==> src/hw/rtl/char_lcd_four_bit_writer_unit_macros.svh <==
// assertion macros for the lcd writer unit
// bodies use the clock clk and the synchronous reset rst of the including module
`ifndef CHAR_LCD_FOUR_BIT_WRITER_UNIT_MACROS_SVH
`define CHAR_LCD_FOUR_BIT_WRITER_UNIT_MACROS_SVH

// same-cycle implication
`define CLCD4_ASSERT_NOW(label, ante, cons) \
  label: assert property (@(posedge clk) disable iff (rst) (ante) |-> (cons)) \
    else $error("lcd writer check failed");

// next-cycle implication
`define CLCD4_ASSERT_NEXT(label, ante, cons) \
  label: assert property (@(posedge clk) disable iff (rst) (ante) |=> (cons)) \
    else $error("lcd writer check failed");

`endif

==> src/hw/rtl/clcd4_pkg.sv <==
// shared types, codes and init tables for the lcd writer unit
// no dependencies
package clcd4_pkg;

  // request codes
  localparam logic [1:0] CMD_TICK = 2'd0;
  localparam logic [1:0] CMD_WRITE_CMD = 2'd1;
  localparam logic [1:0] CMD_WRITE_DATA = 2'd2;
  localparam logic [1:0] CMD_INIT = 2'd3;

  // register indexes
  localparam int CFG_INDEX_W = 3;
  localparam int CFG_DATA_W = 8;
  localparam logic [CFG_INDEX_W-1:0] REG_POWER_UP_WAIT = 3'd0;
  localparam logic [CFG_INDEX_W-1:0] REG_ENABLE_PULSE_TICKS = 3'd1;
  localparam logic [CFG_INDEX_W-1:0] REG_POST_WRITE_WAIT = 3'd2;
  localparam logic [CFG_INDEX_W-1:0] REG_LONG_CMD_WAIT = 3'd3;
  localparam logic [CFG_INDEX_W-1:0] REG_SHORT_CMD_WAIT = 3'd4;

  // register reset values
  localparam logic [7:0] RST_POWER_UP_WAIT = 8'd100;
  localparam logic [3:0] RST_ENABLE_PULSE_TICKS = 4'd1;
  localparam logic [3:0] RST_POST_WRITE_WAIT = 4'd1;
  localparam logic [3:0] RST_LONG_CMD_WAIT = 4'd4;
  localparam logic [3:0] RST_SHORT_CMD_WAIT = 4'd1;

  // queue between front and back
  localparam int QUEUE_DEPTH_DEFAULT = 2;

  // ticks between the clear display command and the final command
  localparam logic [7:0] CLEAR_GAP_TICKS = 8'd4;

  typedef struct packed {
    logic [7:0] power_up_wait;
    logic [3:0] enable_pulse_ticks;
    logic [3:0] post_write_wait;
    logic [3:0] long_cmd_wait;
    logic [3:0] short_cmd_wait;
  } cfg_t;

  // decoded request
  typedef struct packed {
    logic       is_tick;
    logic       is_write;
    logic       is_data;
    logic       is_init;
    logic [7:0] value;
  } item_t;

  function automatic logic [3:0] boot_nibble(input logic [1:0] idx);
    logic [3:0] r;
    case (idx)
      2'd3: r = 4'h2;
      default: r = 4'h3;
    endcase
    return r;
  endfunction

  function automatic logic [7:0] boot_gap(input logic [1:0] idx);
    logic [7:0] r;
    case (idx)
      2'd0: r = 8'd20;
      default: r = 8'd5;
    endcase
    return r;
  endfunction

  function automatic logic [7:0] boot_cmd(input logic [1:0] idx);
    logic [7:0] r;
    case (idx)
      2'd0: r = 8'h28;
      2'd1: r = 8'h06;
      2'd2: r = 8'h01;
      default: r = 8'h0F;
    endcase
    return r;
  endfunction

endpackage

==> src/hw/rtl/clcd4_if.sv <==
// request and result channel interfaces for the lcd writer unit
// no dependencies
interface clcd4_req_if;
  logic       valid;
  logic       ready;
  logic [1:0] cmd;
  logic [7:0] value;
  modport source (output valid, cmd, value, input ready);
  modport sink (input valid, cmd, value, output ready);
endinterface

interface clcd4_rsp_if;
  logic       valid;
  logic       ready;
  logic       reg_select;
  logic       enable;
  logic [3:0] bus_nibble;
  logic       busy_res;
  logic       rejected;
  modport source (output valid, reg_select, enable, bus_nibble, busy_res, rejected,
                  input ready);
  modport sink (input valid, reg_select, enable, bus_nibble, busy_res, rejected,
                output ready);
endinterface

==> src/hw/rtl/clcd4_front.sv <==
// front end: takes requests and decodes them into queue entries
// depends on clcd4_pkg and clcd4_req_if
module clcd4_front import clcd4_pkg::*; (
  clcd4_req_if.sink req,
  output logic      push_valid,
  output item_t     push_item,
  input  logic      push_ready
);

  assign req.ready  = push_ready;
  assign push_valid = req.valid;

  always_comb begin
    push_item.is_tick  = (req.cmd == CMD_TICK);
    push_item.is_write = (req.cmd == CMD_WRITE_CMD) || (req.cmd == CMD_WRITE_DATA);
    push_item.is_data  = (req.cmd == CMD_WRITE_DATA);
    push_item.is_init  = (req.cmd == CMD_INIT);
    push_item.value    = req.value;
  end

endmodule

==> src/hw/rtl/clcd4_queue.sv <==
// small fifo of decoded requests between front and back
// depends on clcd4_pkg
module clcd4_queue import clcd4_pkg::*; #(
  parameter int DEPTH = QUEUE_DEPTH_DEFAULT
) (
  input  logic  clk,
  input  logic  rst,
  input  logic  push_valid,
  input  item_t push_item,
  output logic  push_ready,
  output logic  pop_valid,
  output item_t pop_item,
  input  logic  pop_ready
);

  localparam int PTR_W = $clog2(DEPTH);
  localparam int CNT_W = $clog2(DEPTH + 1);
  localparam logic [PTR_W-1:0] LAST = PTR_W'(DEPTH - 1);

  item_t            entries [DEPTH];
  logic [PTR_W-1:0] wr_ptr;
  logic [PTR_W-1:0] rd_ptr;
  logic [CNT_W-1:0] count;
  logic             push;
  logic             pop;

  assign push_ready = (count != CNT_W'(DEPTH));
  assign pop_valid  = (count != '0);
  assign pop_item   = entries[rd_ptr];
  assign push       = push_valid && push_ready;
  assign pop        = pop_valid && pop_ready;

  always_ff @(posedge clk) begin
    if (push) begin
      entries[wr_ptr] <= push_item;
    end
  end

  always_ff @(posedge clk) begin
    if (rst) begin
      wr_ptr <= '0;
      rd_ptr <= '0;
      count  <= '0;
    end else begin
      if (push) begin
        wr_ptr <= (wr_ptr == LAST) ? '0 : wr_ptr + PTR_W'(1);
      end
      if (pop) begin
        rd_ptr <= (rd_ptr == LAST) ? '0 : rd_ptr + PTR_W'(1);
      end
      if (push && !pop) begin
        count <= count + CNT_W'(1);
      end else if (pop && !push) begin
        count <= count - CNT_W'(1);
      end
    end
  end

endmodule

==> src/hw/rtl/clcd4_back.sv <==
// back end: write/init sequencer, tick counter and result register
// depends on clcd4_pkg and clcd4_rsp_if
module clcd4_back import clcd4_pkg::*; (
  input  logic  clk,
  input  logic  rst,
  input  cfg_t  cfg,
  input  logic  item_valid,
  input  item_t item,
  output logic  item_ready,
  clcd4_rsp_if.source rsp
);

  localparam logic [2:0] PH_IDLE      = 3'd0;
  localparam logic [2:0] PH_PWR_WAIT  = 3'd1;
  localparam logic [2:0] PH_INIT_NIB  = 3'd2;
  localparam logic [2:0] PH_INIT_GAP  = 3'd3;
  localparam logic [2:0] PH_W_HI      = 3'd4;
  localparam logic [2:0] PH_W_LO      = 3'd5;
  localparam logic [2:0] PH_W_POST    = 3'd6;
  localparam logic [2:0] PH_CLEAR_GAP = 3'd7;

  typedef struct packed {
    logic [2:0] phase;
    logic [7:0] wcnt;
    logic [7:0] held;
    logic       is_data;
    logic [2:0] pos;
    logic       rs;
    logic       en;
    logic [3:0] nib;
  } seq_t;

  function automatic logic [7:0] pulse_len(input cfg_t c);
    return {4'd0, (c.enable_pulse_ticks == 4'd0) ? 4'd1 : c.enable_pulse_ticks};
  endfunction

  function automatic seq_t start_write(input seq_t s, input logic [7:0] b,
                                       input logic d, input cfg_t c);
    seq_t r;
    r         = s;
    r.held    = b;
    r.is_data = d;
    r.rs      = d;
    r.en      = 1'b1;
    r.nib     = b[7:4];
    r.phase   = PH_W_HI;
    r.wcnt    = pulse_len(c);
    return r;
  endfunction

  function automatic seq_t start_boot_nibble(input seq_t s, input cfg_t c);
    seq_t r;
    r       = s;
    r.rs    = 1'b0;
    r.en    = 1'b1;
    r.nib   = boot_nibble(s.pos[1:0]);
    r.phase = PH_INIT_NIB;
    r.wcnt  = pulse_len(c);
    return r;
  endfunction

  // one wait expiry: next action of the sequence
  function automatic seq_t expire(input seq_t s, input cfg_t c);
    seq_t       r;
    logic [3:0] extra;
    logic [2:0] pos_inc;
    r       = s;
    extra   = 4'd0;
    pos_inc = s.pos + 3'd1;
    case (s.phase)
      PH_PWR_WAIT: r = start_boot_nibble(s, c);
      PH_INIT_NIB: begin
        r.rs    = 1'b0;
        r.en    = 1'b0;
        r.phase = PH_INIT_GAP;
        r.wcnt  = boot_gap(s.pos[1:0]);
      end
      PH_INIT_GAP: begin
        r.pos = pos_inc;
        if (pos_inc < 3'd4) begin
          r = start_boot_nibble(r, c);
        end else begin
          r = start_write(r, boot_cmd(2'd0), 1'b0, c);
        end
      end
      PH_W_HI: begin
        r.rs    = s.is_data;
        r.en    = 1'b1;
        r.nib   = s.held[3:0];
        r.phase = PH_W_LO;
        r.wcnt  = pulse_len(c);
      end
      PH_W_LO: begin
        r.rs = s.is_data;
        r.en = 1'b0;
        if (!s.is_data) begin
          extra = (s.held < 8'd4) ? c.long_cmd_wait : c.short_cmd_wait;
        end
        r.phase = PH_W_POST;
        r.wcnt  = 8'(c.post_write_wait) + 8'(extra);
      end
      PH_W_POST: begin
        if (s.pos == 3'd6) begin
          r.phase = PH_CLEAR_GAP;
          r.wcnt  = CLEAR_GAP_TICKS;
        end else if (s.pos == 3'd4 || s.pos == 3'd5) begin
          r.pos = pos_inc;
          r     = start_write(r, boot_cmd(pos_inc[1:0]), 1'b0, c);
        end else begin
          r.phase = PH_IDLE;
          r.pos   = 3'd0;
          r.wcnt  = 8'd0;
        end
      end
      PH_CLEAR_GAP: begin
        r.pos = 3'd7;
        r     = start_write(r, boot_cmd(2'd3), 1'b0, c);
      end
      default: begin
        r.phase = PH_IDLE;
        r.pos   = 3'd0;
        r.wcnt  = 8'd0;
      end
    endcase
    return r;
  endfunction

  seq_t cur;
  seq_t s0;
  seq_t s1;
  seq_t s2;
  logic busy;
  logic reject;
  logic take;
  logic out_valid;

  assign busy       = (cur.phase != PH_IDLE);
  assign take       = item_valid && (!out_valid || rsp.ready);
  assign item_ready = !out_valid || rsp.ready;

  // apply the request, then pass at most two zero-length waits
  always_comb begin
    s0     = cur;
    reject = 1'b0;
    if (item.is_tick) begin
      if (busy && cur.wcnt != 8'd0) begin
        s0.wcnt = cur.wcnt - 8'd1;
      end
    end else if (busy) begin
      reject = 1'b1;
    end else if (item.is_init) begin
      s0.pos   = 3'd0;
      s0.rs    = 1'b0;
      s0.en    = 1'b0;
      s0.phase = PH_PWR_WAIT;
      s0.wcnt  = cfg.power_up_wait;
    end else if (item.is_write) begin
      s0.pos = 3'd0;
      s0     = start_write(s0, item.value, item.is_data, cfg);
    end
    s1 = (s0.phase != PH_IDLE && s0.wcnt == 8'd0) ? expire(s0, cfg) : s0;
    s2 = (s1.phase != PH_IDLE && s1.wcnt == 8'd0) ? expire(s1, cfg) : s1;
  end

  always_ff @(posedge clk) begin
    if (rst) begin
      cur       <= '0;
      out_valid <= 1'b0;
    end else begin
      if (take) begin
        cur <= s2;
      end
      if (take) begin
        out_valid <= 1'b1;
      end else if (rsp.ready) begin
        out_valid <= 1'b0;
      end
    end
  end

  always_ff @(posedge clk) begin
    if (take) begin
      rsp.reg_select <= s2.rs;
      rsp.enable     <= s2.en;
      rsp.bus_nibble <= s2.nib;
      rsp.busy_res   <= (s2.phase != PH_IDLE);
      rsp.rejected   <= reject;
    end
  end

  assign rsp.valid = out_valid;

endmodule

==> src/hw/rtl/char_lcd_four_bit_writer_unit.sv <==
// top level of the 4-bit character lcd writer
// depends on clcd4_pkg, clcd4_if, clcd4_front, clcd4_queue, clcd4_back and the macro header
// an accepted request goes into the queue; the result register loads when the back end takes it
// throughput: one request per cycle while the result side is ready, set by the sequencer update
// the queue keeps taking requests while a finished result waits on the output, until it is full
// reset (rst, synchronous): queue empty, sequencer idle, no result valid, registers to defaults
`include "char_lcd_four_bit_writer_unit_macros.svh"
module char_lcd_four_bit_writer_unit import clcd4_pkg::*; #(
  parameter int QUEUE_DEPTH = QUEUE_DEPTH_DEFAULT
) (
  input  logic                   clk,
  input  logic                   rst,
  clcd4_req_if.sink              req,
  clcd4_rsp_if.source            rsp,
  input  logic                   cfg_we,
  input  logic [CFG_INDEX_W-1:0] cfg_index,
  input  logic [CFG_DATA_W-1:0]  cfg_data
);

  // configuration registers, written by the user only while the unit is idle; not enforced
  cfg_t cfg;

  // front to queue
  logic  push_valid;
  logic  push_ready;
  item_t push_item;

  // queue to back
  logic  item_valid;
  logic  item_ready;
  item_t item;

  always_ff @(posedge clk) begin
    if (rst) begin
      cfg.power_up_wait      <= RST_POWER_UP_WAIT;
      cfg.enable_pulse_ticks <= RST_ENABLE_PULSE_TICKS;
      cfg.post_write_wait    <= RST_POST_WRITE_WAIT;
      cfg.long_cmd_wait      <= RST_LONG_CMD_WAIT;
      cfg.short_cmd_wait     <= RST_SHORT_CMD_WAIT;
    end else if (cfg_we) begin
      case (cfg_index)
        REG_POWER_UP_WAIT:      cfg.power_up_wait      <= cfg_data;
        REG_ENABLE_PULSE_TICKS: cfg.enable_pulse_ticks <= cfg_data[3:0];
        REG_POST_WRITE_WAIT:    cfg.post_write_wait    <= cfg_data[3:0];
        REG_LONG_CMD_WAIT:      cfg.long_cmd_wait      <= cfg_data[3:0];
        REG_SHORT_CMD_WAIT:     cfg.short_cmd_wait     <= cfg_data[3:0];
        default: begin
          // unknown index, write dropped
        end
      endcase
    end
  end

  // decode cmd into request flags
  clcd4_front u_front (
    .req        (req),
    .push_valid (push_valid),
    .push_item  (push_item),
    .push_ready (push_ready)
  );

  // decouples request intake from the sequencer
  clcd4_queue #(
    .DEPTH (QUEUE_DEPTH)
  ) u_queue (
    .clk        (clk),
    .rst        (rst),
    .push_valid (push_valid),
    .push_item  (push_item),
    .push_ready (push_ready),
    .pop_valid  (item_valid),
    .pop_item   (item),
    .pop_ready  (item_ready)
  );

  // sequencer: ticks advance waits, writes and init run their nibble sequences
  clcd4_back u_back (
    .clk        (clk),
    .rst        (rst),
    .cfg        (cfg),
    .item_valid (item_valid),
    .item       (item),
    .item_ready (item_ready),
    .rsp        (rsp)
  );

  // an accepted request is waiting in the queue in the following cycle
  `CLCD4_ASSERT_NEXT(a_req_queued, req.valid && req.ready, item_valid)
  // a dropped request leaves the sequencer busy
  `CLCD4_ASSERT_NOW(a_reject_busy, rsp.valid && rsp.rejected, rsp.busy_res)
  // enable is only driven high inside a running sequence
  `CLCD4_ASSERT_NOW(a_enable_busy, rsp.valid && rsp.enable, rsp.busy_res)

endmodule

==> src/flat_wrapper.sv <==
// flat-port wrapper written by rule: the top's interface ports become plain ports
module char_lcd_four_bit_writer_unit_flat import clcd4_pkg::*;
#(
  parameter int QUEUE_DEPTH = QUEUE_DEPTH_DEFAULT
)
  (clk, rst, cfg_we, cfg_index, cfg_data, req_valid, req_cmd, req_value, req_ready, rsp_valid, rsp_reg_select, rsp_enable, rsp_bus_nibble, rsp_busy_res, rsp_rejected, rsp_ready);
  clcd4_req_if req_i ();
  clcd4_rsp_if rsp_i ();
  input  logic clk;
  input  logic rst;
  input  logic cfg_we;
  input  logic [CFG_INDEX_W-1:0] cfg_index;
  input  logic [CFG_DATA_W-1:0] cfg_data;
  input wire logic [$bits(req_i.valid)-1:0] req_valid;
  input wire logic [$bits(req_i.cmd)-1:0] req_cmd;
  input wire logic [$bits(req_i.value)-1:0] req_value;
  output wire logic [$bits(req_i.ready)-1:0] req_ready;
  output wire logic [$bits(rsp_i.valid)-1:0] rsp_valid;
  output wire logic [$bits(rsp_i.reg_select)-1:0] rsp_reg_select;
  output wire logic [$bits(rsp_i.enable)-1:0] rsp_enable;
  output wire logic [$bits(rsp_i.bus_nibble)-1:0] rsp_bus_nibble;
  output wire logic [$bits(rsp_i.busy_res)-1:0] rsp_busy_res;
  output wire logic [$bits(rsp_i.rejected)-1:0] rsp_rejected;
  input wire logic [$bits(rsp_i.ready)-1:0] rsp_ready;
  assign req_i.valid = req_valid;
  assign req_i.cmd = req_cmd;
  assign req_i.value = req_value;
  assign req_ready = req_i.ready;
  assign rsp_valid = rsp_i.valid;
  assign rsp_reg_select = rsp_i.reg_select;
  assign rsp_enable = rsp_i.enable;
  assign rsp_bus_nibble = rsp_i.bus_nibble;
  assign rsp_busy_res = rsp_i.busy_res;
  assign rsp_rejected = rsp_i.rejected;
  assign rsp_i.ready = rsp_ready;
  char_lcd_four_bit_writer_unit #(.QUEUE_DEPTH(QUEUE_DEPTH)) u_core (.clk(clk), .rst(rst), .req(req_i), .rsp(rsp_i), .cfg_we(cfg_we), .cfg_index(cfg_index), .cfg_data(cfg_data));
endmodule
==> config.mk <==
export PLATFORM = sky130hd
export DESIGN_NAME = char_lcd_four_bit_writer_unit_flat
export DESIGN_NICKNAME = d
export VERILOG_FILES = /design/src/hw/rtl/clcd4_pkg.sv /design/src/hw/rtl/clcd4_if.sv /design/src/hw/rtl/clcd4_front.sv /design/src/hw/rtl/clcd4_queue.sv /design/src/hw/rtl/clcd4_back.sv /design/src/hw/rtl/char_lcd_four_bit_writer_unit.sv /design/src/flat_wrapper.sv
export VERILOG_INCLUDE_DIRS = /design/src /design/src/hw/rtl
export SDC_FILE = /design/constraint.sdc
export NUM_CORES = 1
export LEC_CHECK = 0
export ABC_AREA = 1
export BUFFER_PORTS_ARGS = -buffer_cell sky130_fd_sc_hd__buf_4
export CORE_MARGIN = 5
export CORE_UTILIZATION = 55
export CTS_BUF_LIST = sky130_fd_sc_hd__clkbuf_8
export DETAILED_ROUTE_END_ITERATION = 7
export PLACE_DENSITY = 0.79
export SYNTH_ARGS = -nofsm -noshare
export SYNTH_HDL_FRONTEND = slang
export SYNTH_SLANG_ARGS = --single-unit
==> constraint.sdc <==
create_clock -name clk -period 5.58 [get_ports clk]
set_input_delay 1.116 -clock clk [delete_from_list [all_inputs] [get_ports clk]]
set_output_delay 1.116 -clock clk [all_outputs]
set_load 0.02 [all_outputs]
# Yosys cells after proc, flatten, opt, wreduce, memory -nomap -nowiden
# Memories as Yosys holds them, arrays and structs flattened. A register that Yosys moved wholly into a read port is not among the register bits.
# Index checks and enable logic that the tools add are counted.
[word_totals] register_bits=66 n_memories=1 ram_bits=24 output_inout_bits=10
[mem_list] memory="u_core.u_queue.entries" depth=2 width=12 read_ports=1 rd_ports_with_merged_regs=1 write_ports=1 line_no="clcd4_queue.sv:20" text="item_t entries [DEPTH];"
[classes] addsub=9 magnitude_cmp=4 reduce_logical=40 eq_ne=36 mux=62
[op_table] op="29-bit two-way mux" count=6
[op_table] op="11-bit one-hot mux with 7 select lines" count=2
[op_table] op="11-bit two-way mux" count=5
[op_table] op="18-bit two-way mux" count=3
[op_table] op="9-bit one-hot mux with 3 select lines" count=2
[op_table] op="3-bit equality test (second input constant)" count=15
[op_table] op="4-bit one-hot mux with 5 select lines" count=2
[op_table] op="6-bit one-hot mux with 3 select lines" count=2
[op_table] op="4-bit two-way mux" count=8
[op_table] op="9-bit two-way mux" count=3
[op_table] op="2-bit one-hot mux with 6 select lines" count=2
[op_table] op="3-bit one-hot mux with 4 select lines" count=2
[op_table] op="3-bit by 2-bit equality test with 1-bit output (second input constant)" count=6
[op_table] op="2-bit equality test (second input constant)" count=8
[op_table] op="8-bit logical NOT" count=2
[op_table] op="8-bit by 3-bit < comparator with 1-bit output (second input constant)" count=2
[op_table] op="8-bit two-way mux" count=2
[op_table] op="5-bit two-way mux" count=3
[op_table] op="1-bit two-way mux" count=13
[op_table] op="6-bit two-way mux" count=2
[op_table] op="3-bit nonzero test" count=4
[op_table] op="4-bit by 4-bit adder with 5-bit output" count=2
[op_table] op="2-bit logical NOT" count=5
[op_table] op="2-bit AND reduction" count=5
[op_table] op="20 further kinds" count=45

# Longest topological paths before layout
[depth] word_depth=21 depth_mapped=33

# Cells and area by module
# Synthesis repeated with hierarchy kept, for this count alone.
[hier_totals] cells_unflattened=937 area_unflattened_um2=6424.9
[modules_own_cells] mod="clcd4_back" seq_area_each_um2=840.8 instances=1 area_each_um2=4154.0 cells_each=701
[modules_own_cells] mod="clcd4_queue" seq_area_each_um2=820.8 instances=1 area_each_um2=1148.6 cells_each=74
[modules_own_cells] mod="char_lcd_four_bit_writer_unit" seq_area_each_um2=480.5 instances=1 area_each_um2=1002.2 cells_each=147
[modules_own_cells] mod="clcd4_front" seq_area_each_um2=0.0 instances=1 area_each_um2=120.1 cells_each=15

# Least setup slack after synthesis
# OpenSTA, ideal clock, no wires.
[synth_timing] path_type="register -> register" startpoint="reg (tool-made name)" endpoint="reg u_core.u_back.cur[21] in the netlist's numbering" path_slack_ns=1.579 arrival_time_ns=3.931 path_stages_with_launch=34 path_buffers=2 setup_time_ns=0.070 required_ns=5.510 path_cell_list="dfxtp_1 buf_4 inv_2 buf_6 nand2_4 nand2_2 nand2_4 nand2_2 inv_1 nor2_1 inv_1 ha_1 or2_2 nand3_2 nor2_2 inv_1 nand2_1 nand2_1 o21ai_0 nand2_1 nand3_1 and2_2 nand4_4 inv_2 nor2_1 nor2_1 ha_1 a21oi_1 nand2_1 xnor2_1 or2_1 nand2_1 nand2_1 a21oi_1"
[synth_lines] element="end signal, assigned" line_no="clcd4_back.sv:167" text="cur <= '0;"
[synth_lines] element="end signal, assigned" line_no="clcd4_back.sv:171" text="cur <= s2;"
[synth_lines] element="end, declared" line_no="clcd4_back.sv:128" text="seq_t cur;"

==> out/metrics.csv <==
stage,metric,value,unit
setup_path,type of the worst setup path,reg2reg,
timing,Setup TNS,0,ns
grt,GR Layer Usage met3,3.70,%
drt,DR pass1 iterations,8,
floorplanning,Initial Util,55.4,%
grt,first-pass GRT wire length,29.6,mm
power_and_ir_drop,Lkg Pwr,3.46,nW
drt,initial drt markers,648,
cells_and_area,Synth-to-Final Area Change,8.97,%
synthesis,Ys Warns,0,
clock_network,Post-CTS Resized,0,
setup_path,largest delay contributor family on the critical path,simple AND/OR/NAND/NOR gates,
job,max cap viols,0,
floorplanning,IO Pins,36,
synthesis,post-synthesis sequential area ratio,32.6,%
placed_design,HPWL after DPL,14.2,mm
floorplanning,Core Region,0.0119,mm²
timing,Slew @ Worst Pin,1.05,ns
clock_network,clk slew on worst S/H paths,0.10,ns
synthesis,Async SR Flop Fraction,0,%
setup_path,CP required,5.90,ns
cells_and_area,Post-Layout Cell Count,1155,
grt,antenna violations before repair,0,
setup_path,Worst Setup End Kind,flop,
synthesis,syn nets,1028,
clock_network,H-tree Lvls,3,
drt,routed vias/inst,5.66,
setup_path,Worst EP arrival,5.43,ns
synthesis,syn_area_per_cell,6.73,µm²
timing,Final Max Slew Viols,0,
timing,min Tclk post-route,5.11,ns
outcome,status,finished clean,
synthesis,Seq cells post-synth,91,
cells_and_area,number of diodes,0,
clock_network,CTS tree,yes,
clock_network,Max clock buf depth,2,
cells_and_area,most frequent cells in the layout,"nand2_1, inv_1, nor2_1",
drt,DRC,0,
grt,vias in the first global route,5914,
drt,Total Wirelength,18.4,mm
placed_design,DP Worst Slack,0.391,ns
synthesis,Synth area leader,dfxtp_1,
timing,Slew HR,29.6,%
timing,"Hold Vio Cnt, Final",0,
timing,fin crit share,91.5,%
floorplanning,Die H,119,µm
placed_design,# placed instances,1139,
grt,GR peak layer,met2,
clock_network,root buf cell,clkbuf_8,
floorplanning,die area,0.0142,mm²
synthesis,Synth Cell Area,0.00657,mm²
floorplanning,FP Rows,40,
timing,RSZ-0062 raised after global routing,false,
setup_path,WP buf/inv,4,
grt,gr usage total,25.7,%
power_and_ir_drop,P per Cell Area,669,mW/mm²
power_and_ir_drop,worst vdd ir,436,µV
placed_design,port buffer count,35,
timing,highest clock rate,196,MHz
synthesis,Yosys top cell area share,18.0,%
drt,Vias,6539,
clock_network,TritonCTS Sinks,91,
clock_network,hold-fix buffers at CTS,0,
setup_path,"Max FO, Critical Path",17,
timing,slack of the critical path,0.473,ns
timing,Worst Skew,0.00972,ns
worst_hold_path,hold crit path type,reg2reg,
setup_path,Setup crit start kind,flop,
clock_network,postcts setup bufs,0,
drt,Avg WL per Cell,16.0,µm
synthesis,count of unique library cells instantiated by Yosys,45,
grt,met2 Usage GRT,41.4,%
synthesis,largest cells by area after synthesis,"dfxtp_1, nand2_1, edfxtp_1",
setup_path,most used cell along the critical path,nand2_1,
timing,Min Hold Slack,0.457,ns
placed_design,gp weighted congestion,1.02,
cells_and_area,"commonest non-fill, non-tap cell in the layout",nand2_1,
clock_network,Inserted Clock Buffers,9,
drt,ANT nets after route,0,
timing,final setup fails,0,
synthesis,Post-synth EDFFs,32,
synthesis,Syn Inst Count,976,
cells_and_area,share of cells above drive strength 1,14.5,%
setup_path,slowest cell on the critical path,dfxtp_1,
cells_and_area,Layout Nets,1055,
clock_network,later-pin clock latency in the skew report,0.38,ns
synthesis,ys flop type,dfxtp_1,
grt,total grt overflow,0,
floorplanning,Die X,119,µm
grt,met1 Usage GRT,35.0,%
setup_path,Worst path max stage delay,0.68,ns
grt,largest net degree at the start of global routing,49,
-- through the flow --
step / instance area, µm² / util [%] / power (W)
4_1_cts: 7160 / 60.3 / 0.00474
3_5_place_dp: 6940 / 58.5 / 0.00424
2_1_floorplan: 6570 / - / 0.00350
5_1_grt: 7160 / 60.4 / 0.00521
6_report: 7160 / 60.4 / 0.00479
3_3_place_gp: 6940 / 58.5 / 0.00423
-- registers in the layout, summed over array words and instances (netlist names), named ones only --
| signal | flops |
|---|---|
| u_core.u_queue.wr_ptr | 1 |
| u_core.u_back.rsp.bus_nibble | 4 |
| u_core.u_queue.count | 2 |
| u_core.u_queue.rd_ptr | 1 |
| u_core.cfg | 24 |
| u_core.u_queue.entries | 24 |
| u_core.u_back.rsp.rejected | 1 |
| u_core.u_back.rsp.valid | 1 |
| u_core.u_back.rsp.enable | 1 |
| u_core.u_back.cur | 29 |
| u_core.u_back.rsp.reg_select | 1 |
| u_core.u_back.rsp.busy_res | 1 |
-- final timing paths --
kind / start / to / slack (ns) / cells after the start
max: flop / u_core.u_back.cur[19] / 0.47 / 28
min: u_core.u_queue.rd_ptr / flop / 0.46 / 1
max reg2reg: flop / u_core.u_back.cur[19] / 0.47 / 28
min reg2reg: u_core.u_queue.rd_ptr / flop / 0.46 / 1
-- cell usage after synthesis (14+ instances only) --
cell type and count:
nor2_1 100, a21oi_1 58, inv_1 103, edfxtp_1 32, nand2_1 264, o21ai_0 71
ha_1 24, dfxtp_1 59, inv_2 14, nand3_1 83, nand2_2 18, nand4_1 16
o21ai_1 17
-- area by class of cell --
| class | count | area (µm²) |
|---|---|---|
| inverters | 119 | 449 |
| flip-flops and latches | 91 | 2140 |
| repair buffers | 41 | 308 |
| well taps | 147 | 184 |
| clock buffers | 9 | 124 |
| fillers | 1150 | 4700 |
| clock inverters | 7 | 97.6 |
| multi-input cells | 741 | 3860 |
-- layer usage --
| metal | wire length (µm) | vias up |
|---|---|---|
| met5 | 0 | - |
| met4 | 586 | 0 |
| met3 | 1340 | 43 |
| met2 | 8310 | 271 |
| met1 | 8200 | 2986 |
| li1 | - | 3239 |
-- logic make-up (layout without fill, tap and decap cells) --
logic type / Yosys count / after routing / share of synthesized area (%)
XOR/XNOR: 5 / 5 / 0.667
buffers and inverters: 144 / 176 / 8.93
AND/OR/NAND/NOR: 538 / 538 / 38.4
AO/OA/AOI/OAI: 172 / 172 / 14.2
flip-flops: 91 / 91 / 32.6
adder cells (fa/ha/maj): 26 / 26 / 5.18
-- report_power, final --
group | switching (W) | internal [W] | total [W]
Sequential | 0.000116 | 0.000872 | 0.000988
Clock | 0.000268 | 0.000223 | 0.000491
Combinational | 0.00229 | 0.00102 | 0.00331
Total | 0.00268 | 0.00211 | 0.00479
(Power assumes the default switching activity.)
